<file path="src/hdl/assert_macros.svh">
// ----------------------------------------------------------------------------
// Assertion macros
// Shared concurrent assertion helpers for the contact manifold block.
// ----------------------------------------------------------------------------
`ifndef ASSERT_MACROS_SVH
`define ASSERT_MACROS_SVH
`ifndef SYNTH
// Property must hold at every clock edge outside reset.
`define CBM_ASSERT(label, clk, rst_n, prop, msg) \
    label: assert property (@(posedge clk) disable iff (!rst_n) prop) else $error(msg);
// Condition must never be true at a clock edge outside reset.
`define CBM_NEVER(label, clk, rst_n, cond, msg) \
    label: assert property (@(posedge clk) disable iff (!rst_n) !(cond)) else $error(msg);
`else
`define CBM_ASSERT(label, clk, rst_n, prop, msg)
`define CBM_NEVER(label, clk, rst_n, cond, msg)
`endif
`endif

</file>
<file path="src/hdl/cbm_pkg.sv">
// ----------------------------------------------------------------------------
// Contact manifold package
// Shared types and constants for the circle and box contact manifold block.
// ----------------------------------------------------------------------------
`default_nettype none

package cbm_pkg;

    // Unit length of a normal component in Q2.14.
    localparam logic signed [15:0] UNIT_NORMAL = 16'sd16384;

    // Reset value of the hit threshold, about 0.15 in Q16.16.
    localparam logic [31:0] SKIN_RESET = 32'd9830;

    // One root bit per square root stage, one quotient bit per divide stage.
    localparam int SQRT_STEPS = 32;
    localparam int DIV_STEPS  = 15;

    // Shape pair codes.
    typedef enum logic [1:0] {
        KIND_CC = 2'd0,
        KIND_CB = 2'd1,
        KIND_BC = 2'd2,
        KIND_BB = 2'd3
    } kind_t;

    // A finished contact, penetration one bit wider before saturation.
    typedef struct packed {
        logic               ov;
        logic signed [15:0] nx;
        logic signed [15:0] ny;
        logic [32:0]        pen;
    } contact_t;

    // Word passed from the front to the back through the queue.
    typedef struct packed {
        logic               use_dist;
        logic               flip;
        logic signed [32:0] vx;
        logic signed [32:0] vy;
        logic [31:0]        rad;
        contact_t           direct;
    } work_t;

    // Word carried down the distance pipeline of the back.
    typedef struct packed {
        logic        use_dist;
        logic        flip;
        logic        fail;
        logic        neg_x;
        logic        neg_y;
        logic [31:0] rad;
        logic [31:0] ax;
        logic [31:0] ay;
        contact_t    direct;
    } item_t;

endpackage

`default_nettype wire

</file>
<file path="src/hdl/cbm_front.sv">
// ----------------------------------------------------------------------------
// Contact manifold front
// Three-stage classifier: offsets, box clamping, and the cases that need no
// distance (box-box and a circle centre inside a box) are settled here.
// ----------------------------------------------------------------------------
`default_nettype none

module cbm_front (
    input  logic               clk,
    input  logic               rst_n,
    input  logic               advance,
    input  logic               in_valid,
    input  logic [1:0]         kind,
    input  logic signed [31:0] first_x,
    input  logic signed [31:0] first_y,
    input  logic [30:0]        first_size_a,
    input  logic [30:0]        first_size_b,
    input  logic signed [31:0] second_x,
    input  logic signed [31:0] second_y,
    input  logic [30:0]        second_size_a,
    input  logic [30:0]        second_size_b,
    output logic               word_valid,
    output cbm_pkg::work_t     word
);
    import cbm_pkg::*;

    // ------------------------------------------------------------------
    // Stage 1: centre offsets, box selection and summed sizes.
    // ------------------------------------------------------------------
    kind_t              kind_in;
    logic signed [32:0] fx_ext;
    logic signed [32:0] fy_ext;
    logic signed [32:0] sx_ext;
    logic signed [32:0] sy_ext;

    logic               s1_valid_reg;
    kind_t              s1_kind_reg;
    logic signed [32:0] s1_px_reg;
    logic signed [32:0] s1_py_reg;
    logic [30:0]        s1_w_reg;
    logic [30:0]        s1_h_reg;
    logic [31:0]        s1_rad_reg;
    logic [30:0]        s1_hx_reg;
    logic [30:0]        s1_hy_reg;

    assign kind_in = kind_t'(kind);
    assign fx_ext  = {first_x[31], first_x};
    assign fy_ext  = {first_y[31], first_y};
    assign sx_ext  = {second_x[31], second_x};
    assign sy_ext  = {second_y[31], second_y};

    always_ff @(posedge clk or negedge rst_n)
    begin
        if (!rst_n)
        begin
            s1_valid_reg <= 1'b0;
        end
        else if (advance)
        begin
            s1_valid_reg <= in_valid;
        end
    end

    always_ff @(posedge clk)
    begin
        if (advance)
        begin
            s1_kind_reg <= kind_in;
            // The offset is taken from the box to the circle in box cases.
            if (kind_in == KIND_CB)
            begin
                s1_px_reg  <= fx_ext - sx_ext;
                s1_py_reg  <= fy_ext - sy_ext;
                s1_w_reg   <= second_size_a;
                s1_h_reg   <= second_size_b;
                s1_rad_reg <= {1'b0, first_size_a};
            end
            else
            begin
                s1_px_reg  <= sx_ext - fx_ext;
                s1_py_reg  <= sy_ext - fy_ext;
                s1_w_reg   <= first_size_a;
                s1_h_reg   <= first_size_b;
                if (kind_in == KIND_CC)
                begin
                    s1_rad_reg <= {1'b0, first_size_a} + {1'b0, second_size_a};
                end
                else
                begin
                    s1_rad_reg <= {1'b0, second_size_a};
                end
            end
            s1_hx_reg <= {1'b0, first_size_a[30:1]} + {1'b0, second_size_a[30:1]};
            s1_hy_reg <= {1'b0, first_size_b[30:1]} + {1'b0, second_size_b[30:1]};
        end
    end

    // ------------------------------------------------------------------
    // Stage 2: clamp to the box, distance offsets, overlaps.
    // ------------------------------------------------------------------
    logic signed [32:0] ex_s;
    logic signed [32:0] ey_s;
    logic signed [32:0] cx;
    logic signed [32:0] cy;
    logic [32:0]        mag_x;
    logic [32:0]        mag_y;
    logic               in_x;
    logic               in_y;
    logic [33:0]        pin_x;
    logic [33:0]        pin_y;

    logic               s2_valid_reg;
    kind_t              s2_kind_reg;
    logic               s2_posx_reg;
    logic               s2_negx_reg;
    logic               s2_posy_reg;
    logic               s2_negy_reg;
    logic               s2_inside_reg;
    logic               s2_gtx_reg;
    logic signed [32:0] s2_vx_reg;
    logic signed [32:0] s2_vy_reg;
    logic [31:0]        s2_rad_reg;
    logic [32:0]        s2_pinx_reg;
    logic [32:0]        s2_piny_reg;
    logic signed [33:0] s2_ox_reg;
    logic signed [33:0] s2_oy_reg;

    assign ex_s  = signed'({3'b000, s1_w_reg[30:1]});
    assign ey_s  = signed'({3'b000, s1_h_reg[30:1]});
    assign mag_x = s1_px_reg[32] ? unsigned'(-s1_px_reg) : unsigned'(s1_px_reg);
    assign mag_y = s1_py_reg[32] ? unsigned'(-s1_py_reg) : unsigned'(s1_py_reg);

    // Nearest point of the box to the circle centre.
    always_comb
    begin
        in_x = 1'b1;
        in_y = 1'b1;
        cx   = s1_px_reg;
        cy   = s1_py_reg;
        if (s1_px_reg < -ex_s)
        begin
            cx   = -ex_s;
            in_x = 1'b0;
        end
        else if (s1_px_reg > ex_s)
        begin
            cx   = ex_s;
            in_x = 1'b0;
        end
        if (s1_py_reg < -ey_s)
        begin
            cy   = -ey_s;
            in_y = 1'b0;
        end
        else if (s1_py_reg > ey_s)
        begin
            cy   = ey_s;
            in_y = 1'b0;
        end
    end

    // Depth for a centre inside the box: radius plus the gap to the edge.
    assign pin_x = {2'b00, s1_rad_reg} + {4'b0000, s1_w_reg[30:1]} - {1'b0, mag_x};
    assign pin_y = {2'b00, s1_rad_reg} + {4'b0000, s1_h_reg[30:1]} - {1'b0, mag_y};

    always_ff @(posedge clk or negedge rst_n)
    begin
        if (!rst_n)
        begin
            s2_valid_reg <= 1'b0;
        end
        else if (advance)
        begin
            s2_valid_reg <= s1_valid_reg;
        end
    end

    always_ff @(posedge clk)
    begin
        if (advance)
        begin
            s2_kind_reg   <= s1_kind_reg;
            s2_posx_reg   <= s1_px_reg > 33'sd0;
            s2_negx_reg   <= s1_px_reg[32];
            s2_posy_reg   <= s1_py_reg > 33'sd0;
            s2_negy_reg   <= s1_py_reg[32];
            s2_inside_reg <= in_x && in_y;
            s2_gtx_reg    <= mag_x > mag_y;
            s2_rad_reg    <= s1_rad_reg;
            s2_pinx_reg   <= pin_x[32:0];
            s2_piny_reg   <= pin_y[32:0];
            s2_ox_reg     <= signed'({3'b000, s1_hx_reg}) - signed'({1'b0, mag_x});
            s2_oy_reg     <= signed'({3'b000, s1_hy_reg}) - signed'({1'b0, mag_y});
            if (s1_kind_reg == KIND_CC)
            begin
                s2_vx_reg <= s1_px_reg;
                s2_vy_reg <= s1_py_reg;
            end
            else
            begin
                s2_vx_reg <= s1_px_reg - cx;
                s2_vy_reg <= s1_py_reg - cy;
            end
        end
    end

    // ------------------------------------------------------------------
    // Stage 3: classify and settle the direct cases.
    // ------------------------------------------------------------------
    work_t              w3;
    logic signed [15:0] axis_x;
    logic signed [15:0] axis_y;

    logic               s3_valid_reg;
    work_t              s3_word_reg;

    always_comb
    begin
        w3      = '0;
        w3.vx   = s2_vx_reg;
        w3.vy   = s2_vy_reg;
        w3.rad  = s2_rad_reg;
        axis_x  = s2_posx_reg ? UNIT_NORMAL : -UNIT_NORMAL;
        axis_y  = s2_posy_reg ? UNIT_NORMAL : -UNIT_NORMAL;
        unique case (s2_kind_reg) inside
            KIND_CC:
            begin
                w3.use_dist = 1'b1;
            end
            KIND_CB, KIND_BC:
            begin
                if (s2_inside_reg)
                begin
                    w3.direct.ov = 1'b1;
                    if (s2_gtx_reg)
                    begin
                        w3.direct.nx  = (s2_kind_reg == KIND_CB) ? -axis_x : axis_x;
                        w3.direct.pen = s2_pinx_reg;
                    end
                    else
                    begin
                        w3.direct.ny  = (s2_kind_reg == KIND_CB) ? -axis_y : axis_y;
                        w3.direct.pen = s2_piny_reg;
                    end
                end
                else
                begin
                    w3.use_dist = 1'b1;
                    w3.flip     = (s2_kind_reg == KIND_CB);
                end
            end
            KIND_BB:
            begin
                if (s2_ox_reg > 34'sd0 && s2_oy_reg > 34'sd0)
                begin
                    w3.direct.ov = 1'b1;
                    if (s2_ox_reg > s2_oy_reg)
                    begin
                        w3.direct.nx  = s2_negx_reg ? -UNIT_NORMAL : UNIT_NORMAL;
                        w3.direct.pen = unsigned'(s2_ox_reg[32:0]);
                    end
                    else
                    begin
                        w3.direct.ny  = s2_negy_reg ? -UNIT_NORMAL : UNIT_NORMAL;
                        w3.direct.pen = unsigned'(s2_oy_reg[32:0]);
                    end
                end
            end
            default:
            begin
                w3.use_dist = 1'b0;
            end
        endcase
    end

    always_ff @(posedge clk or negedge rst_n)
    begin
        if (!rst_n)
        begin
            s3_valid_reg <= 1'b0;
        end
        else if (advance)
        begin
            s3_valid_reg <= s2_valid_reg;
        end
    end

    always_ff @(posedge clk)
    begin
        if (advance)
        begin
            s3_word_reg <= w3;
        end
    end

    assign word_valid = s3_valid_reg;
    assign word       = s3_word_reg;

endmodule

`default_nettype wire

</file>
<file path="config.mk">
export PLATFORM = sky130hd
export DESIGN_NAME = cbm_front
export DESIGN_NICKNAME = d
export VERILOG_FILES = /design/src/hdl/assert_macros.svh /design/src/hdl/cbm_pkg.sv /design/src/hdl/cbm_front.sv
export SDC_FILE = /design/constraint.sdc
export NUM_CORES = 2
export LEC_CHECK = 0
export BUFFER_PORTS_ARGS = -buffer_cell sky130_fd_sc_hd__buf_2
export CELL_PAD_IN_SITES_DETAIL_PLACEMENT = 0
export CELL_PAD_IN_SITES_GLOBAL_PLACEMENT = 1
export CORE_MARGIN = 2
export CORE_UTILIZATION = 48
export CTS_CLUSTER_DIAMETER = 100
export CTS_CLUSTER_SIZE = 20
export DETAILED_ROUTE_END_ITERATION = 10
export PLACE_DENSITY = 0.91
export SKIP_LAST_GASP = 1
export SYNTH_ARGS = -nofsm -noshare
export SYNTH_HDL_FRONTEND = slang
export SYNTH_SLANG_ARGS = --single-unit
</file>
<file path="constraint.sdc">
create_clock -name clk -period 9.7 [get_ports clk]
set_input_delay 1.455 -clock clk [delete_from_list [all_inputs] [get_ports clk]]
set_output_delay 1.455 -clock clk [all_outputs]
set_load 0.02 [all_outputs]
</file>
Word-level counts from Yosys, hierarchy flattened
Index checks and enable logic that the tools add are counted.
W data, S select, Z words.

word-level totals
  register bits after elaboration = 633
  input bits = 258
  output and inout bits = 167
  word-level logic and storage cells = 115

cells by class
  $add $sub $neg = 21
  $lt $le $gt $ge = 10
  equality and inequality tests = 4
  mux-type cells = 35
  bitwise logic cells = 2
  reduce and logical (&&, ||, !) cells = 8

operators by type and width
  kind                   count
  $mux W33               12
  $mux W16               10
  $mux W66               2
  $pmux W66 S2           1
  $sub A32 B32 Y33       4
  $sub A33 B33 Y33       4
  $mux W31               4
  $gt A34 B1 Y1 const B  2
  $sub A31 B33 Y34       2
  $add A32 B30 Y33       2
  $gt A33 B1 Y1 const B  2
  $gt A33 B31 Y1         2
  $lt A33 B33 Y1         2
  $neg A30 Y33           2
  $neg A33 Y33           2
  $add A30 B30 Y31       2
  $gt A34 B34 Y1         1
  $gt A33 B33 Y1         1
  $add A31 B31 Y32       1
  $neg A16 Y16           2
  $logic_not A2 Y1       3
  $reduce_or A2 Y1       3
  $eq A2 B1 Y1 const B   2
  $eq A2 B2 Y1 const B   2
  5 further kinds        10

Longest topological paths before layout
  word-level depth = 6
  mapped depth = 38
  gate-level depth less buffers = 35

Worst setup path before layout
OpenSTA, ideal clock, no wires.

  path kind = flip-flop to flip-flop
  start = reg s1_w_reg[2]
  end = reg s2_vx_reg[32], data pin
  setup time = 0.270 ns
  arrival time = 7.663 ns
  required time = 9.430 ns
  setup slack = 1.767 ns
  stages on the path, launching flop included = 38
  path buffers = 3
  period minus slack after synthesis = 7.933 ns
  cell sequence = edfxtp_1 > inv_1 > ha_1 > or3b_1 > clkbuf_1 > nor3_1 > nand2_1 > or2_2 > or3_1 > nor3_1 > xnor2_1 > ha_1 > a211oi_1 > o21bai_1 > a21oi_1 > o221ai_1 > nor4_1 > nor3_1 > [... 2 more ...] > nand2_1 > clkbuf_1 > nand2_1 > o21ai_0 > ha_1 > inv_1 > fa_1 > a211o_1 > a2111oi_0 > nor2_1 > a31oi_1 > nand3_1 > a221oi_1 > o211ai_1 > a31o_2 > mux2i_1 > a21oi_1 > a21oi_1

on the way
  longest elaborated chain between the ends = 5
  elaborated cells on any way between the ends = 7
  those cells by class = 2 x add/sub; 2 x order compare; 3 x mux

RTL lines
  element                                         RTL line                                              source
  from (decl)                                     cbm_front.sv:40                                       logic [30:0] s1_w_reg;
  from (signal assigned)                          cbm_front.sv:74                                       s1_w_reg <= second_size_a;
  from (signal assigned)                          cbm_front.sv:82                                       s1_w_reg <= first_size_a;
  $neg A30 Y33 or $gt A33 B31 Y1 (tied branches)  cbm_front.sv:140, cbm_front.sv:142, cbm_front.sv:145
  $lt A33 B33 Y1 or $mux W33 (tied branches)      cbm_front.sv:140, cbm_front.sv:145
  $mux W33 (*)                                    cbm_front.sv:140                                      if (s1_px_reg < -ex_s)
  $sub A33 B33 Y33 (*)                            cbm_front.sv:201                                      s2_vx_reg <= s1_px_reg - cx;
  $mux W33 (*)                                    cbm_front.sv:194                                      if (s1_kind_reg == KIND_CC)
  to (signal assigned)                            cbm_front.sv:196                                      s2_vx_reg <= s1_px_reg;
  to (signal assigned)                            cbm_front.sv:201
  to (decl)                                       cbm_front.sv:120                                      logic signed [32:0] s2_vx_reg;

Mark *: on every way between the ends. The rest lies on a longest branch, timed or not.
A chain may end at the register's enable or synchronous reset.

Worst setup path in the final report
Ends and elaborated chain as after synthesis.

==> metrics.yaml <==
placement:
  gp_congestion: 1.01
  place_hpwl_um: 132000
  post-place-ws_ps: 595
  place_area_um2: 53500
  portBuffers: 394
sta:
  skew_ps: 19.8
  period_needed_ps: 8900
  setup-violations-final: 0
  worst_slack_ps: 799
  grt_setup_unrepaired: "false"
  finalCritPeriodShare_pct: 91.8
  max_freq_mhz: 112
  slew_headroom_pct: 4.34
  tightest_slew_ps: 1430
  tns_ps: 0
  finalHoldViolCount: 0
  slew_violations: 0
synth:
  synth_flop_cell: "edfxtp_1"
  yosysWarningCount: 0
  async_flop_share_pct: 0.498
  synth_edf_count: 600
  netlist_area_um2: 50200
  yosys.area.top_type: "edfxtp_1"
  syn_avg_cell_area_um2: 9.35
  synth_seq_area_share_pct: 36.0
  ys_seq_elements: 603
  synthTopCellsByArea: "edfxtp_1, ha_1, xnor2_1"
  netlist_instances: 5371
  ys_types: 88
  yosysTopAreaCellShare_pct: 35.9
grt:
  grt_pass1_vias: 40118
  grt-ovfl-total: 0
  grt_pass1_wl_um: 244000
  globalRouteTotalUtil_pct: 29.9
  grt_max_degree: 193
  antenna_found_initial: 3
floorplan:
  die_area_um2: 107000
  coreArea_um2: 104000
  num_rows: 118
  die_w_um: 328
  pin_count: 425
  die_h_um: 328
  initial_utilization_pct: 48.5
power_and_ir_drop:
  leakage_uw: 0.0234
  cellPowerDensity_nw_per_um2: 236
  finalPower_uw: 12900
  ir_worst_vdd_mv: 0.162
worst_setup_path:
  worst-path-max-fanout: 16
  crit_path_start_kind: "register"
  arrival_ps: 9250
  critPathRequiredTime_ps: 10040
  end_kind: "register"
  criticalPathCategory: "reg -> reg"
  max_stage_delay_ps: 530
  critPathSlowestCell: "edfxtp_1"
final_layout:
  largest_register_ffs: 138
  final_cell_area_um2: 54700
  final_cell_mix: "edfxtp_1, ha_1, nand2_1, a21oi_1, inv_1"
  fin_util_pct: 52.8
  area_growth_syn_to_layout_pct: 8.86
  final_net_count: 6567
  fill_cells: 9515
  drive_gt1_share_pct: 9.93
  final_common_cell: "edfxtp_1"
clock_tree:
  clockBufferDepth: 3
  cts_buffers: 40
  cts.clk_slew.worst_paths_ps: 100
  clkLatencyLatePin_ps: 630
  cts_tree: "yes"
  cts-hold-fix-buffers: 0
  post_cts_resized: 0
  root_buffer: "clkbuf_16"
  htree_levels: 2
  clkSinkCount: 603
  cts_setup_buffers: 0
detailed_routing:
  routed-via-count: 42183
  ant_nets: 0
  via_per_inst: 5.98
  drc: 0
  finalWirelength_um: 164000
  drt-initial-drc-count: 4019
  drt-pass1-iter-count: 7
  wl_per_cell_um: 23.2
worst_hold_path:
  hold_class: "reg -> reg"
flow_run:
  maxCapViolCount: 0
status:
  status: "complete, no violations"
power by group:
group | internal [uW] | switching (uW)
logic | 2650 | 3880
registers | 3900 | 708
clock network | 796 | 964
total | 7340 | 5550
critical path, delay by kind of cell, from the launching register on:
family          cells  cell delay, ps
xor+xnor            1             140
compound gates     12            2980
flops               1             530
fa+ha+maj           4            1050
mux                 1             120
simple gates       13            3140
buf+inv             4             650
layout make-up:
| class | instances | area (um^2) | share of cell area [%] |
|---|---|---|---|
| Inverter | 395 | 1480 | 2.71 |
| Multi-Input combinational cell | 4177 | 29900 | 54.6 |
| Sequential cell | 603 | 18100 | 33.1 |
| Tap cell | 1380 | 1730 | 3.16 |
| Timing Repair Buffer | 437 | 2320 | 4.24 |
| Clock buffer | 48 | 1050 | 1.92 |
| Antenna cell | 2 | 5.00 | 0.00915 |
| Clock inverter | 12 | 145 | 0.265 |
cell usage after synthesis (44+ instances only):
library cell / instances
nand2b_1: 57
xnor2_1: 267
a21o_1: 205
o21ai_0: 341
a211oi_1: 61
nand3_1: 121
fa_1: 71
o21a_1: 66
nand4_1: 87
inv_1: 395
nor2_1: 355
ha_1: 584
o221ai_1: 44
a21oi_1: 462
nor2b_1: 70
xor2_1: 145
nand2_1: 512
nor3_1: 90
o21bai_1: 67
edfxtp_1: 600
clkbuf_1: 172
layer usage:
metal / routed length, um / up-vias / track usage, % / part of all wire [%]
li1: - / 20131 / - / -
met1: 70100 / 20079 / 40.6 / 43
met2: 72400 / 1664 / 46.9 / 44
met3: 12400 / 309 / 4.52 / 7.6
met4: 8830 / 0 / 14.1 / 5.4
met5: 0 / - / 0 / 0
final timing paths:
path	start	endpoint	slack, ps	cells after the start
setup / recovery	s1_w_reg[2]$_DFFE_PP_	s2_vx_reg[32]$_DFFE_PP_	800	35
hold / removal	s2_rad_reg[2]$_DFFE_PP_	word[68]$_DFFE_PP_	410	0
setup reg to reg	s1_w_reg[2]$_DFFE_PP_	s2_vx_reg[32]$_DFFE_PP_	800	35
hold reg to reg	s2_rad_reg[2]$_DFFE_PP_	word[68]$_DFFE_PP_	410	0
max in group asynchronous	rst_n	s1_valid_reg$_DFFE_PN0P_	8980	1
min in group asynchronous	rst_n	word_valid$_DFFE_PN0P_	620	1
through the flow:
stage / std cells / hold WS, ps
floorplan: 5398 / 400
global placement: 6992 / 402
detailed placement: 6992 / 405
CTS: 7052 / 415
global route: 7052 / 425
finish: 7054 / 413
kinds of logic (layout without fill, tap and decap cells):
kind of cell,count (synthesis),count (layout),share of synthesized area [%]
AND/OR/NAND/NOR,1469,1469,13.7
adder cells (fa/ha/maj),655,655,17.4
buffers and inverters,618,892,4.84
flip-flops,603,603,36.0
XOR/XNOR,413,413,7.24
multiplexers,48,48,1.01
other,1,30,0.00746
AO/OA/AOI/OAI,1564,1564,19.8
No activity file was read; power rests on OpenSTA's default activity.
