$ cat src/hdl/assert_macros.svh
// ----------------------------------------------------------------------------
// Assertion macros
// Shared concurrent assertion helpers for the contact manifold block.
// ----------------------------------------------------------------------------
`ifndef ASSERT_MACROS_SVH
`define ASSERT_MACROS_SVH
`ifndef SYNTH
// Property must hold at every clock edge outside reset.
`define CBM_ASSERT(label, clk, rst_n, prop, msg) \
    label: assert property (@(posedge clk) disable iff (!rst_n) prop) else $error(msg);
// Condition must never be true at a clock edge outside reset.
`define CBM_NEVER(label, clk, rst_n, cond, msg) \
    label: assert property (@(posedge clk) disable iff (!rst_n) !(cond)) else $error(msg);
`else
`define CBM_ASSERT(label, clk, rst_n, prop, msg)
`define CBM_NEVER(label, clk, rst_n, cond, msg)
`endif
`endif

$ cat src/hdl/cbm_pkg.sv
// ----------------------------------------------------------------------------
// Contact manifold package
// Shared types and constants for the circle and box contact manifold block.
// ----------------------------------------------------------------------------
`default_nettype none

package cbm_pkg;

    // Unit length of a normal component in Q2.14.
    localparam logic signed [15:0] UNIT_NORMAL = 16'sd16384;

    // Reset value of the hit threshold, about 0.15 in Q16.16.
    localparam logic [31:0] SKIN_RESET = 32'd9830;

    // One root bit per square root stage, one quotient bit per divide stage.
    localparam int SQRT_STEPS = 32;
    localparam int DIV_STEPS  = 15;

    // Shape pair codes.
    typedef enum logic [1:0] {
        KIND_CC = 2'd0,
        KIND_CB = 2'd1,
        KIND_BC = 2'd2,
        KIND_BB = 2'd3
    } kind_t;

    // A finished contact, penetration one bit wider before saturation.
    typedef struct packed {
        logic               ov;
        logic signed [15:0] nx;
        logic signed [15:0] ny;
        logic [32:0]        pen;
    } contact_t;

    // Word passed from the front to the back through the queue.
    typedef struct packed {
        logic               use_dist;
        logic               flip;
        logic signed [32:0] vx;
        logic signed [32:0] vy;
        logic [31:0]        rad;
        contact_t           direct;
    } work_t;

    // Word carried down the distance pipeline of the back.
    typedef struct packed {
        logic        use_dist;
        logic        flip;
        logic        fail;
        logic        neg_x;
        logic        neg_y;
        logic [31:0] rad;
        logic [31:0] ax;
        logic [31:0] ay;
        contact_t    direct;
    } item_t;

endpackage

`default_nettype wire

$ cat src/hdl/cbm_queue.sv
// ----------------------------------------------------------------------------
// Contact manifold queue
// Small first-in first-out buffer between the front and the back.
// ----------------------------------------------------------------------------
`default_nettype none

module cbm_queue #(
    parameter int DEPTH = 4
) (
    input  logic           clk,
    input  logic           rst_n,
    input  logic           push,
    input  cbm_pkg::work_t wdata,
    input  logic           pop,
    output cbm_pkg::work_t rdata,
    output logic           full,
    output logic           empty
);
    import cbm_pkg::*;

    localparam int PtrW = (DEPTH > 1) ? $clog2(DEPTH) : 1;
    localparam int CntW = $clog2(DEPTH + 1);
    localparam logic [PtrW-1:0] LAST = PtrW'(DEPTH - 1);

    work_t           store [DEPTH];
    logic [PtrW-1:0] wr_ptr_reg;
    logic [PtrW-1:0] rd_ptr_reg;
    logic [CntW-1:0] count_reg;

    assign full  = (count_reg == CntW'(DEPTH));
    assign empty = (count_reg == '0);
    assign rdata = store[rd_ptr_reg];

    // Storage write.
    always_ff @(posedge clk)
    begin
        if (push)
        begin
            store[wr_ptr_reg] <= wdata;
        end
    end

    // Pointers and fill count.
    always_ff @(posedge clk or negedge rst_n)
    begin
        if (!rst_n)
        begin
            wr_ptr_reg <= '0;
            rd_ptr_reg <= '0;
            count_reg  <= '0;
        end
        else
        begin
            if (push)
            begin
                wr_ptr_reg <= (wr_ptr_reg == LAST) ? '0 : wr_ptr_reg + 1'b1;
            end
            if (pop)
            begin
                rd_ptr_reg <= (rd_ptr_reg == LAST) ? '0 : rd_ptr_reg + 1'b1;
            end
            case ({push, pop})
                2'b10:   count_reg <= count_reg + 1'b1;
                2'b01:   count_reg <= count_reg - 1'b1;
                default: count_reg <= count_reg;
            endcase
        end
    end

endmodule

`default_nettype wire

$ cat config.mk
export PLATFORM = sky130hd
export DESIGN_NAME = cbm_queue
export DESIGN_NICKNAME = d
export VERILOG_FILES = /design/src/hdl/assert_macros.svh /design/src/hdl/cbm_pkg.sv /design/src/hdl/cbm_queue.sv
export SDC_FILE = /design/constraint.sdc
export NUM_CORES = 1
export LEC_CHECK = 0
export ABC_AREA = 1
export BUFFER_PORTS_ARGS = -buffer_cell sky130_fd_sc_hd__buf_2
export CAP_MARGIN = 20
export CORE_UTILIZATION = 40
export CTS_CLUSTER_SIZE = 10
export DETAILED_ROUTE_END_ITERATION = 8
export SYNTH_ARGS = -nofsm -noshare
export SYNTH_HDL_FRONTEND = slang
export SYNTH_SLANG_ARGS = --single-unit
$ cat constraint.sdc
create_clock -name clk -period 9.23 [get_ports clk]
set_input_delay 1.3845 -clock clk [delete_from_list [all_inputs] [get_ports clk]]
set_output_delay 1.3845 -clock clk [all_outputs]
set_load 0.01 [all_outputs]
After elaboration in Yosys (flattened, before gate mapping)
Memories as Yosys holds them, arrays and structs flattened.
Index checks and enable logic that the tools add are counted.
{"block": "totals", "mem_count": 1, "ramBits": 664, "reg_bits": 7, "in_bits": 170}
{"block": "op_classes", "reduce_logical": 2, "eq_ne": 5, "add_sub_neg": 4, "n_mux": 5}
{"memory": "store", "words": 4, "word_bits": 166, "rd": 1, "rd_ports_with_merged_regs": 0, "write_ports": 1, "line_no": "cbm_queue.sv:25", "text": "work_t store [DEPTH];"}
{"op": "$eq A2 B2 Y1 const B", "n": 3}
{"op": "$pmux W3 S2", "n": 1}
{"op": "$add A2 B1 Y2 const B", "n": 2}
{"op": "$mux W2", "n": 2}
{"op": "$add A3 B1 Y3 const B", "n": 1}
{"op": "$eq A3 B3 Y1 const B", "n": 1}
{"op": "$logic_not A3 Y1", "n": 1}
{"op": "$sub A3 B1 Y3 const B", "n": 1}
{"op": "$eq A2 B1 Y1 const B", "n": 1}
{"op": "$mux W1", "n": 2}
{"op": "$reduce_bool A2 Y1", "n": 1}

Logic depth before layout (Yosys ltp)
Gate-level depths: netlist of run 1.
{"block": "depth", "ltp_word": 2, "ltp_mapped": 10}

Least setup slack after synthesis of run 1
OpenSTA, ideal clock, no wires.
{"block": "synth_path", "path_kind": "in2reg", "from": "in push", "to": "mem store[3][0] (netlist name), enable pin", "arrival_time_ns": 4.925, "n_path_buf": 1, "cell_stages": 3, "t_required_ns": 8.711, "setup_slack_ns": 3.787, "path_cell_list": "clkbuf_1 -> nand2_1 -> inv_1"}
{"block": "synth_between", "elab_chain_len": 2}
{"element": "from (decl)", "line_no": "cbm_queue.sv:12", "text": "input logic push,"}
{"element": "$mux W1", "line_no": "cbm_queue.sv:37", "text": "if (push)"}
{"element": "$mux W1 (not written as such)", "line_no": "cbm_queue.sv:39", "text": "store[wr_ptr_reg] <= wdata;"}
{"element": "to (decl)", "line_no": "cbm_queue.sv:25"}
Every way passes these cells.

==> qor.csv, run 1 <==
stage,metric,value,unit
die,initial_core_util,40.4,%
cells_and_area,multiInputGateArea,4710,µm²
cts,clk_path_buf_depth,3,
run,cap_viol_max_count,0,
timing,setup_ws,4.23,ns
timing,hold_viol_final,0,
placed_design,placed_cells,3102,
status,violations,slew limit,
cells_and_area,drive_gt1_share,20.3,%
timing,tns,0,ns
die,io_pins,338,
die,chipHeight,262,µm
cells_and_area,seq_area,20100,µm²
setup_path,crit_path_end_kind,primary output,
grt,first_global_vias,15264,
synthesis,syn_avg_cell_area,13.6,µm²
setup_path,startpoint_type,flip-flop,
synthesis,netlist_area,27100,µm²
cells_and_area,fill_cells,5939,
power_and_ir_drop,power.total,9.74,mW
grt,grt_pass1_wl,86500,µm
grt,grt_max_degree,331,
cts,htree_levels,3,
cts,cts_tree,yes,
timing,drv_slew,182,
detailed_routing,drt-pass1-iter-count,6,
timing,hold_ws,0.515,ns
timing,rsz0062_at_grt,no,
detailed_routing,dr_total_vias,15712,
timing,period_share,54.1,%
synthesis,synth_top_cell_area_share,73.6,%
min_path,hp-class,flip-flop to flip-flop,
placed_design,place_congestion,0.772,
cells_and_area,fin_cells,3216,
cts,cts_resized,0,
synthesis,yosysWarnings,0,
placed_design,pre_cts_slack,4.89,ns
status,run_status,finished with violations,
timing,slew_headroom,-20.1,%
placed_design,post_dp_cell_area,29100,µm²
synthesis,syn_nets,2167,
die,rows,95,
die,core-area,67000,µm²
synthesis,yosys.area.top_type,edfxtp_1,
cts,path_clk_slew,0.05,ns
cells_and_area,largest_reg_flops,664,
cells_and_area,syn_to_final_growth,15.5,%
cts,holdBufCountCts,0,
die,die_w,262,µm
grt,antenna_found_initial,12,
synthesis,synthDistinctLibCells,22,
detailed_routing,drc,0,
synthesis,postSynthCellCount,1990,
grt,grt_usage,16.5,%
cells_and_area,final_nets,2486,
power_and_ir_drop,p_per_area,311,nW/µm²
cts,clock-sinks,671,
die,dieArea,68700,µm²
timing,setup_viol,0,
detailed_routing,avgRoutedWirePerCell,17.9,µm
setup_path,worstSetupPathType,flip-flop to primary output,
synthesis,ys_seq_area_share,74.3,%
power_and_ir_drop,peakVddDrop,0.276,mV
cells_and_area,final_cell_mix,"edfxtp_1 (664), nand2_1 (510), inv_1 (341)",
setup_path,critPathArrivalTime,3.61,ns
timing,layout_min_cycle_time,5.00,ns
placed_design,io_buffers,337,
cts,cts_buffers,78,
cts,clk-insertion-delay-late,0.60,ns
detailed_routing,drt_iter0_markers,965,
cts,postCtsSetupBuffers,0,
timing,skew,0.0153,ns
setup_path,cp_data_required_time,7.85,ns
placed_design,dp_hpwl,32900,µm
cells_and_area,final_cell_area,31300,µm²
timing,tightest_slew,1.80,ns
synthesis,yosys-top-cells-area,"edfxtp_1 (74%), o211ai_1 (8.4%), nand2_1 (7.1%), inv_1 (4.8%), buf_6 (2.4%)",
synthesis,postSynthRegisterBits,671,
setup_path,crit_fanout,330,
cells_and_area,final_core_util,46.6,%
detailed_routing,vias_per_cell,4.89,
cells_and_area,final_common_cell,edfxtp_1,
detailed_routing,wirelength,57600,µm
detailed_routing,postRouteAntennaNets,0,
power_and_ir_drop,leakagePower,12.5,nW
timing,fmax,0.200,GHz
cts,cts_root_buffer,clkbuf_16,
grt,grt-ovfl-total,0,
critical path, stage by stage, from the launching register on:
cell and delay, ns:
dfrtp_1 0.51, inv_16 0.39, buf_4 0.95, nand2_1 0.16
o211ai_2 0.11, nand2_1 0.13, buf_2 0.17
layout make-up:
| class | instances | share of cell area, % |
|---|---|---|
| flip-flops and latches | 671 | 64.3 |
| inverters | 347 | 4.30 |
| clock buffers | 99 | 6.63 |
| clock inverters | 8 | 0.360 |
| multi-input cells | 861 | 15.1 |
| repair buffers | 350 | 5.75 |
| well taps | 873 | 3.49 |
| diodes | 7 | 0.0560 |
cell usage after synthesis (all sizes together):
master,n
inv,347
nand2,510
nor2,1
xnor2,1
edfxtp,664
dfrtp,7
o211ai,332
nand4,1
o21ai,5
a21oi,1
fa,1
ha,6
nand3,1
clkbuf,4
nor3,2
buf,107
final timing paths:
check	start	end	slack, ns	depth (start not counted)
worst max register to register	wr_ptr_reg[1]	store[1][46]	6.65	5
min in group asynchronous	rst_n	count_reg[2]	0.61	1
max in group asynchronous	rst_n	rd_ptr_reg[1]	8.43	1
worst min register to register	count_reg[2]	count_reg[2]	0.52	2
worst min-delay path	count_reg[2]	count_reg[2]	0.52	2
worst max-delay path	rd_ptr_reg[0]	rdata[127]	4.23	6
per-layer routing:
layer  share of wire (%)  vias up  track usage, %
met5                0.12        -               0
met2                  49      374            27.6
met3                 5.5       93            3.79
li1                    -     7606               -
met1                  43     7627            20.9
met4                 2.2       12            5.94
logic make-up (layout without fill, tap and decap cells):
kind of cell             count (synthesis)  count (layout)  share of synthesized area [%]
AND/OR/NAND/NOR                        515             515                           7.16
adder cells (fa/ha/maj)                  7               7                          0.351
flip-flops                             671             671                           74.3
other                                    0               7                              0
AO/OA/AOI/OAI                          338             338                           9.85
XOR/XNOR                                 1               1                         0.0324
buffers and inverters                  458             804                           8.31
power by group:
group	switching, mW	internal (mW)
combinational	2.01	0.913
clock	1.12	1.57
sequential	0.159	3.97
Note: power is estimated with default switching activity, not from simulation.
==> run 2, diff against run 1 <==
==> constraint.sdc (replaced) <==
create_clock -name clk -period 4.7 [get_ports clk]
set_input_delay 0.705 -clock clk [delete_from_list [all_inputs] [get_ports clk]]
set_output_delay 0.705 -clock clk [all_outputs]
set_load 0.01 [all_outputs]
==> run 2 against run 1 <==
Compared with the run above: the flow now finishes without violations; combinational power grew 100%; clock-buffer cell count shrank 6; global-route usage grew 0.059 points; non-clock buffer count grew 14; worst hold slack lost 0.20 ns; core utilization grew 0.41 points; sequential share of layout area shrank 0.56 points; clock power grew 97%; die area is the same; largest cell class unchanged; largest power group unchanged; highest routed layer unchanged.
==> qor.csv, run 2 (synthesis gave the netlist of run 1 again) <==
stage,metric,value,unit,change
detailed_routing,dr_total_vias,15677,,was 15712
detailed_routing,drt-pass1-iter-count,5,,was 6
grt,grt_usage,16.5,%,about the same
cts,clock-sinks,671,,unchanged
cts,clk-insertion-delay-late,0.59,ns,was 0.60 ns
cts,holdBufCountCts,1,,was 0
power_and_ir_drop,p_per_area,612,nW/µm²,was 311 nW/µm²
die,io_pins,338,,unchanged
cells_and_area,drive_gt1_share,20.8,%,was 20.3%
cts,htree_levels,3,,unchanged
die,core-area,67000,µm²,unchanged
power_and_ir_drop,leakagePower,12.6,nW,was 12.5 nW
die,rows,95,,unchanged
power_and_ir_drop,peakVddDrop,0.481,mV,was 0.276 mV
timing,drv_slew,0,,was 182
status,run_status,completed,,was finished with violations
cts,cts_resized,0,,unchanged
cells_and_area,final_common_cell,edfxtp_1,,unchanged
cells_and_area,largest_reg_flops,664,,unchanged
detailed_routing,drt_iter0_markers,974,,was 965
cells_and_area,final_cell_mix,"edfxtp_1 (664), nand2_1 (510), inv_1 (341)",,unchanged
detailed_routing,vias_per_cell,4.86,,was 4.89
timing,tns,0,ns,unchanged
timing,slew_headroom,35.1,%,was -20.1%
timing,layout_min_cycle_time,3.55,ns,
detailed_routing,drc,0,,unchanged
cts,path_clk_slew,0.05,ns,about the same
detailed_routing,avgRoutedWirePerCell,17.9,µm,about the same
cells_and_area,syn_to_final_growth,16.5,%,was 15.5%
cts,postCtsSetupBuffers,0,,unchanged
min_path,hp-class,input pin to flip-flop,,was flip-flop to flip-flop
cts,clk_path_buf_depth,3,,unchanged
placed_design,place_congestion,0.738,,was 0.772
timing,rsz0062_at_grt,no,,unchanged
placed_design,io_buffers,337,,unchanged
setup_path,startpoint_type,flip-flop,,unchanged
cts,cts_root_buffer,clkbuf_16,,unchanged
timing,skew,0.0157,ns,was 0.0153 ns
die,initial_core_util,40.4,%,unchanged
run,cap_viol_max_count,0,,unchanged
grt,grt-ovfl-total,0,,unchanged
timing,fmax,0.282,GHz,
setup_path,crit_fanout,238,,was 330
die,dieArea,68700,µm²,unchanged
grt,antenna_found_initial,13,,was 12
setup_path,rrSetupSlack,2.26,ns,was 6.65 ns
timing,hold_viol_final,0,,unchanged
die,die_w,262,µm,unchanged
grt,grt_max_degree,239,,was 331
timing,tightest_slew,0.972,ns,was 1.80 ns
timing,period_share,75.4,%,
cts,cts_tree,yes,,unchanged
setup_path,crit_path_end_kind,primary output,,unchanged
detailed_routing,postRouteAntennaNets,0,,unchanged
setup_path,cp_data_required_time,3.99,ns,was 7.85 ns
detailed_routing,wirelength,57800,µm,was 57600 µm
cells_and_area,final_core_util,47.0,%,was 46.6%
cts,cts_buffers,79,,was 78
setup_path,critPathArrivalTime,2.84,ns,was 3.61 ns
grt,grt_pass1_wl,86200,µm,was 86500 µm
grt,first_global_vias,15248,,was 15264
cells_and_area,final_nets,2501,,was 2486
setup_path,worstSetupPathType,flip-flop to primary output,,unchanged
cells_and_area,fill_cells,5867,,was 5939
die,chipHeight,262,µm,unchanged
timing,setup_viol,0,,unchanged
placed_design,dp_hpwl,33700,µm,was 32900 µm
-- run 2: cell count changes in the layout (fill, tap and decap cells not counted), moves of 2 or more --
cell / delta
buf_12: +14
inv_6: -4
clkinvlp_4: +3
diode_2: -2
clkinv_1: +2
clkbuf_1: -7
-- run 2: worst max-delay path, stage by stage (launching register included) --
cell and delay, ns:
dfrtp_1 0.50, inv_16 0.54, buf_4 0.55, nand2_1 0.09
o211ai_1 0.14, nand2_1 0.10, buf_2 0.14
-- run 2: per-layer routing --
| layer | up-vias | GRT usage (%) | share of wire, % |
|---|---|---|---|
| met4 | 16 | 5.48 | 2.0 |
| met5 | - | 0 | 0.16 |
| met1 | 7603 | 20.5 | 42 |
| li1 | 7632 | - | - |
| met2 | 325 | 27.9 | 50 |
| met3 | 101 | 4.49 | 6.2 |
-- run 2: worst paths after layout --
| kind | startpoint | to | cells after the start |
|---|---|---|---|
| worst max-delay path | rd_ptr_reg[0] | rdata[165] | 6 |
| worst min-delay path | wdata[33] | store[3][33] | 1 |
| worst max register to register | wr_ptr_reg[0] | store[2][101] | 5 |
| worst min register to register | count_reg[0] | count_reg[0] | 1 |
| max in group asynchronous | rst_n | rd_ptr_reg[1] | 2 |
| min in group asynchronous | rst_n | wr_ptr_reg[1] | 2 |
-- run 2: layout make-up --
type | instances | area (µm²) | share of cell area (%)
clock inverter | 11 | 126 | 0.401
timing repair buffer | 364 | 2080 | 6.59
clock buffer | 93 | 2060 | 6.53
tap | 873 | 1090 | 3.46
inverter | 347 | 1340 | 4.24
sequential | 671 | 20100 | 63.8
multi-input combinational | 861 | 4710 | 14.9
antenna | 5 | 12.5 | 0.0397
-- run 2: power breakdown --
group	switching (mW)	internal [mW]	total, mW	leakage, nW
logic	4.00	1.91	5.91	5.37
registers	0.314	7.78	8.10	6.18
clock network	2.21	3.08	5.29	1.07
total	6.52	12.8	19.3	12.6
-- run 2: per-stage QoR --
step           power [mW]  worst slack [ns]  cell area [µm²]  cells  hold WS, ns
2_1_floorplan        12.2             0.850            27100   1990        0.409
3_3_place_gp         14.2              1.72            29300   3115        0.479
3_5_place_dp         14.3              1.71            29300   3115        0.517
4_1_cts              19.6              1.06            31500   3220        0.267
5_1_grt              20.4             0.939            31500   3224        0.280
6_report             19.3              1.15            31500   3225        0.315
==> run 3, diff against run 2 <==
==> constraint.sdc (replaced) <==
create_clock -name clk -period 3.4 [get_ports clk]
set_input_delay 0.51 -clock clk [delete_from_list [all_inputs] [get_ports clk]]
set_output_delay 0.51 -clock clk [all_outputs]
set_load 0.01 [all_outputs]
==> run 3 against run 2 <==
Compared with the run above: clock power rose by 41%; critical endpoint is now rdata[50]; clock-buffer cell count is 4 lower; total power grew 40%; global-route usage rose by 0.16 points; cell count rose by 0.59%; largest cell class unchanged.
==> qor.csv, run 3 (synthesis gave the netlist of run 1 again) <==
stage,metric,value,unit,change
status,run_status,completed,,unchanged
detailed_routing,dr_total_vias,15610,,was 15677
power_and_ir_drop,power.total,27.1,mW,was 19.3 mW
detailed_routing,postRouteAntennaNets,0,,unchanged
placed_design,place_congestion,0.751,,was 0.738
power_and_ir_drop,leakagePower,12.8,nW,was 12.6 nW
cts,clk_path_buf_depth,3,,unchanged
grt,grt_usage,16.7,%,was 16.5%
die,chipHeight,262,µm,unchanged
detailed_routing,drc,0,,unchanged
die,io_pins,338,,unchanged
cts,clock-sinks,671,,unchanged
placed_design,dp_hpwl,34200,µm,was 33700 µm
detailed_routing,drt-pass1-iter-count,5,,unchanged
cts,clk-insertion-delay-late,0.61,ns,was 0.59 ns
detailed_routing,avgRoutedWirePerCell,17.8,µm,was 17.9 µm
die,dieArea,68700,µm²,unchanged
cells_and_area,fin_cells,3244,,was 3225
min_path,hold_end,store[2][156],,was store[3][33]
cts,cts_buffers,79,,unchanged
cts,path_clk_slew,0.05,ns,about the same
detailed_routing,vias_per_cell,4.81,,was 4.86
power_and_ir_drop,switching_share,33.7,%,was 33.8%
die,initial_core_util,40.4,%,unchanged
setup_path,ff2ff_path_depth,5,,unchanged
power_and_ir_drop,p_int,17.9,mW,was 12.8 mW
setup_path,cp_data_required_time,2.89,ns,was 3.99 ns
power_and_ir_drop,seqPwrFrac,41.2,%,was 42.0%
setup_path,worstSetupPathType,flip-flop to primary output,,unchanged
min_path,hold_depth,1,,unchanged
power_and_ir_drop,switchingPower,9.13,mW,was 6.52 mW
cells_and_area,final_cell_area,31800,µm²,was 31500 µm²
timing,rsz0062_at_grt,no,,unchanged
setup_path,reg2reg_to,store[0][142],,was store[2][101]
die,core-area,67000,µm²,unchanged
setup_path,crit_path_end_kind,primary output,,unchanged
timing,setup_viol,0,,unchanged
setup_path,critPathArrivalTime,2.56,ns,was 2.84 ns
grt,first_global_vias,15354,,was 15248
run,cap_viol_max_count,0,,unchanged
grt,grt_max_degree,182,,was 239
timing,drv_slew,0,,unchanged
min_path,hp-class,input pin to flip-flop,,unchanged
detailed_routing,drt_iter0_markers,838,,was 974
power_and_ir_drop,p_per_area,850,nW/µm²,was 612 nW/µm²
placed_design,pre_cts_slack,0.926,ns,was 1.71 ns
cells_and_area,final_cell_mix,"edfxtp_1 (664), nand2_1 (506), inv_1 (341)",,"was edfxtp_1 (664), nand2_1 (510), inv_1 (341)"
min_path,min_from,wdata[156],,was wdata[33]
cells_and_area,final_core_util,47.5,%,was 47.0%
cells_and_area,syn_to_final_growth,17.5,%,was 16.5%
cells_and_area,largest_reg_flops,664,,unchanged
placed_design,placed_cells,3135,,was 3115
detailed_routing,wirelength,57800,µm,about the same
timing,skew,0.0215,ns,was 0.0157 ns
cts,postCtsSetupBuffers,0,,unchanged
placed_design,io_buffers,337,,unchanged
grt,antenna_found_initial,11,,was 13
cells_and_area,final_common_cell,edfxtp_1,,unchanged
cells_and_area,drive_gt1_share,21.7,%,was 20.8%
setup_path,crit_fanout,181,,was 238
setup_path,startpoint_type,flip-flop,,unchanged
grt,grt_pass1_wl,87100,µm,was 86200 µm
setup_path,rrSetupSlack,1.45,ns,was 2.26 ns
cts,cts_root_buffer,clkbuf_16,,unchanged
die,rows,95,,unchanged
timing,layout_min_cycle_time,3.07,ns,
cts,htree_levels,3,,unchanged
cells_and_area,final_nets,2521,,was 2501
grt,grt-ovfl-total,0,,unchanged
timing,tightest_slew,0.761,ns,was 0.972 ns
power_and_ir_drop,peakVddDrop,0.486,mV,was 0.481 mV
placed_design,post_dp_cell_area,29600,µm²,was 29300 µm²
timing,hold_viol_final,0,,unchanged
power_and_ir_drop,power.share.clock,27.6,%,was 27.4%
cts,cts_tree,yes,,unchanged
cts,holdBufCountCts,1,,unchanged
setup_path,r2r_start,wr_ptr_reg[0],,unchanged
timing,fmax,0.326,GHz,
die,die_w,262,µm,unchanged
cts,cts_resized,0,,unchanged
timing,period_share,90.2,%,
timing,setup_ws,0.334,ns,was 1.15 ns
power_and_ir_drop,pwr-share-comb,31.2,%,was 30.6%
timing,slew_headroom,49.3,%,was 35.1%
run 3: changes by cell type in the layout (fill, tap and decap cells not counted), moves of 4 or more:
cell     delta
buf_12      +4
nand2_4     +4
buf_4      +16
nand2_1     -4
run 3: power by group through the flow:
stage                     Combinational, mW  Clock (mW)  Sequential [mW]
after global routing                   9.47        7.97             11.3
after CTS                              8.70        7.67             11.2
after floorplan                        5.65           0             11.3
final                                  8.46        7.46             11.1
after detailed placement               8.67           0             11.3
after global placement                 8.58           0             11.3
run 3: worst max-delay path: stages, from the launching register on:
cell      delay [ns]
dfrtp_1         0.50
inv_16          0.46
buf_4           0.38
nand2_1         0.08
o211ai_1        0.09
nand2_1         0.10
buf_2           0.15
run 3: worst max-delay path by stage:
stage	start	endpoint	slack (ns)
after floorplan	push	store[0][0]	-0.17
after global placement	rd_ptr_reg[1]	rdata[19]	0.92
after detailed placement	rd_ptr_reg[0]	rdata[22]	0.93
after CTS	rd_ptr_reg[1]	rdata[62]	0.24
after global routing	rd_ptr_reg[0]	rdata[22]	0.12
final	rd_ptr_reg[0]	rdata[50]	0.33
run 3: routing by layer:
metal / GRT usage (%) / part of all wire, % / up-vias / wire [µm]
met4: 5.17 / 2.2 / 12 / 1270
li1: - / - / 7663 / -
met1: 20.5 / 42 / 7521 / 24500
met3: 5.14 / 6.2 / 100 / 3590
met2: 28.1 / 49 / 314 / 28400
met5: 0 / 0.14 / - / 80
run 3: stage by stage:
step | hold WS (ns) | setup TNS, ns
4_1_cts | 0.0536 | 0
6_report | 0.105 | 0
5_1_grt | 0.0613 | 0
3_3_place_gp | 0.390 | 0
2_1_floorplan | 0.214 | -110.27
3_5_place_dp | 0.391 | 0
run 3: cell type report:
class | instances | area (µm²)
Fill cell | 5849 | 35200
Sequential cell | 671 | 20100
Multi-Input combinational cell | 861 | 4750
Timing Repair Buffer | 384 | 2280
Clock buffer | 89 | 2010
Inverter | 347 | 1340
Tap cell | 873 | 1090
Clock inverter | 14 | 218
Antenna cell | 5 | 12.5
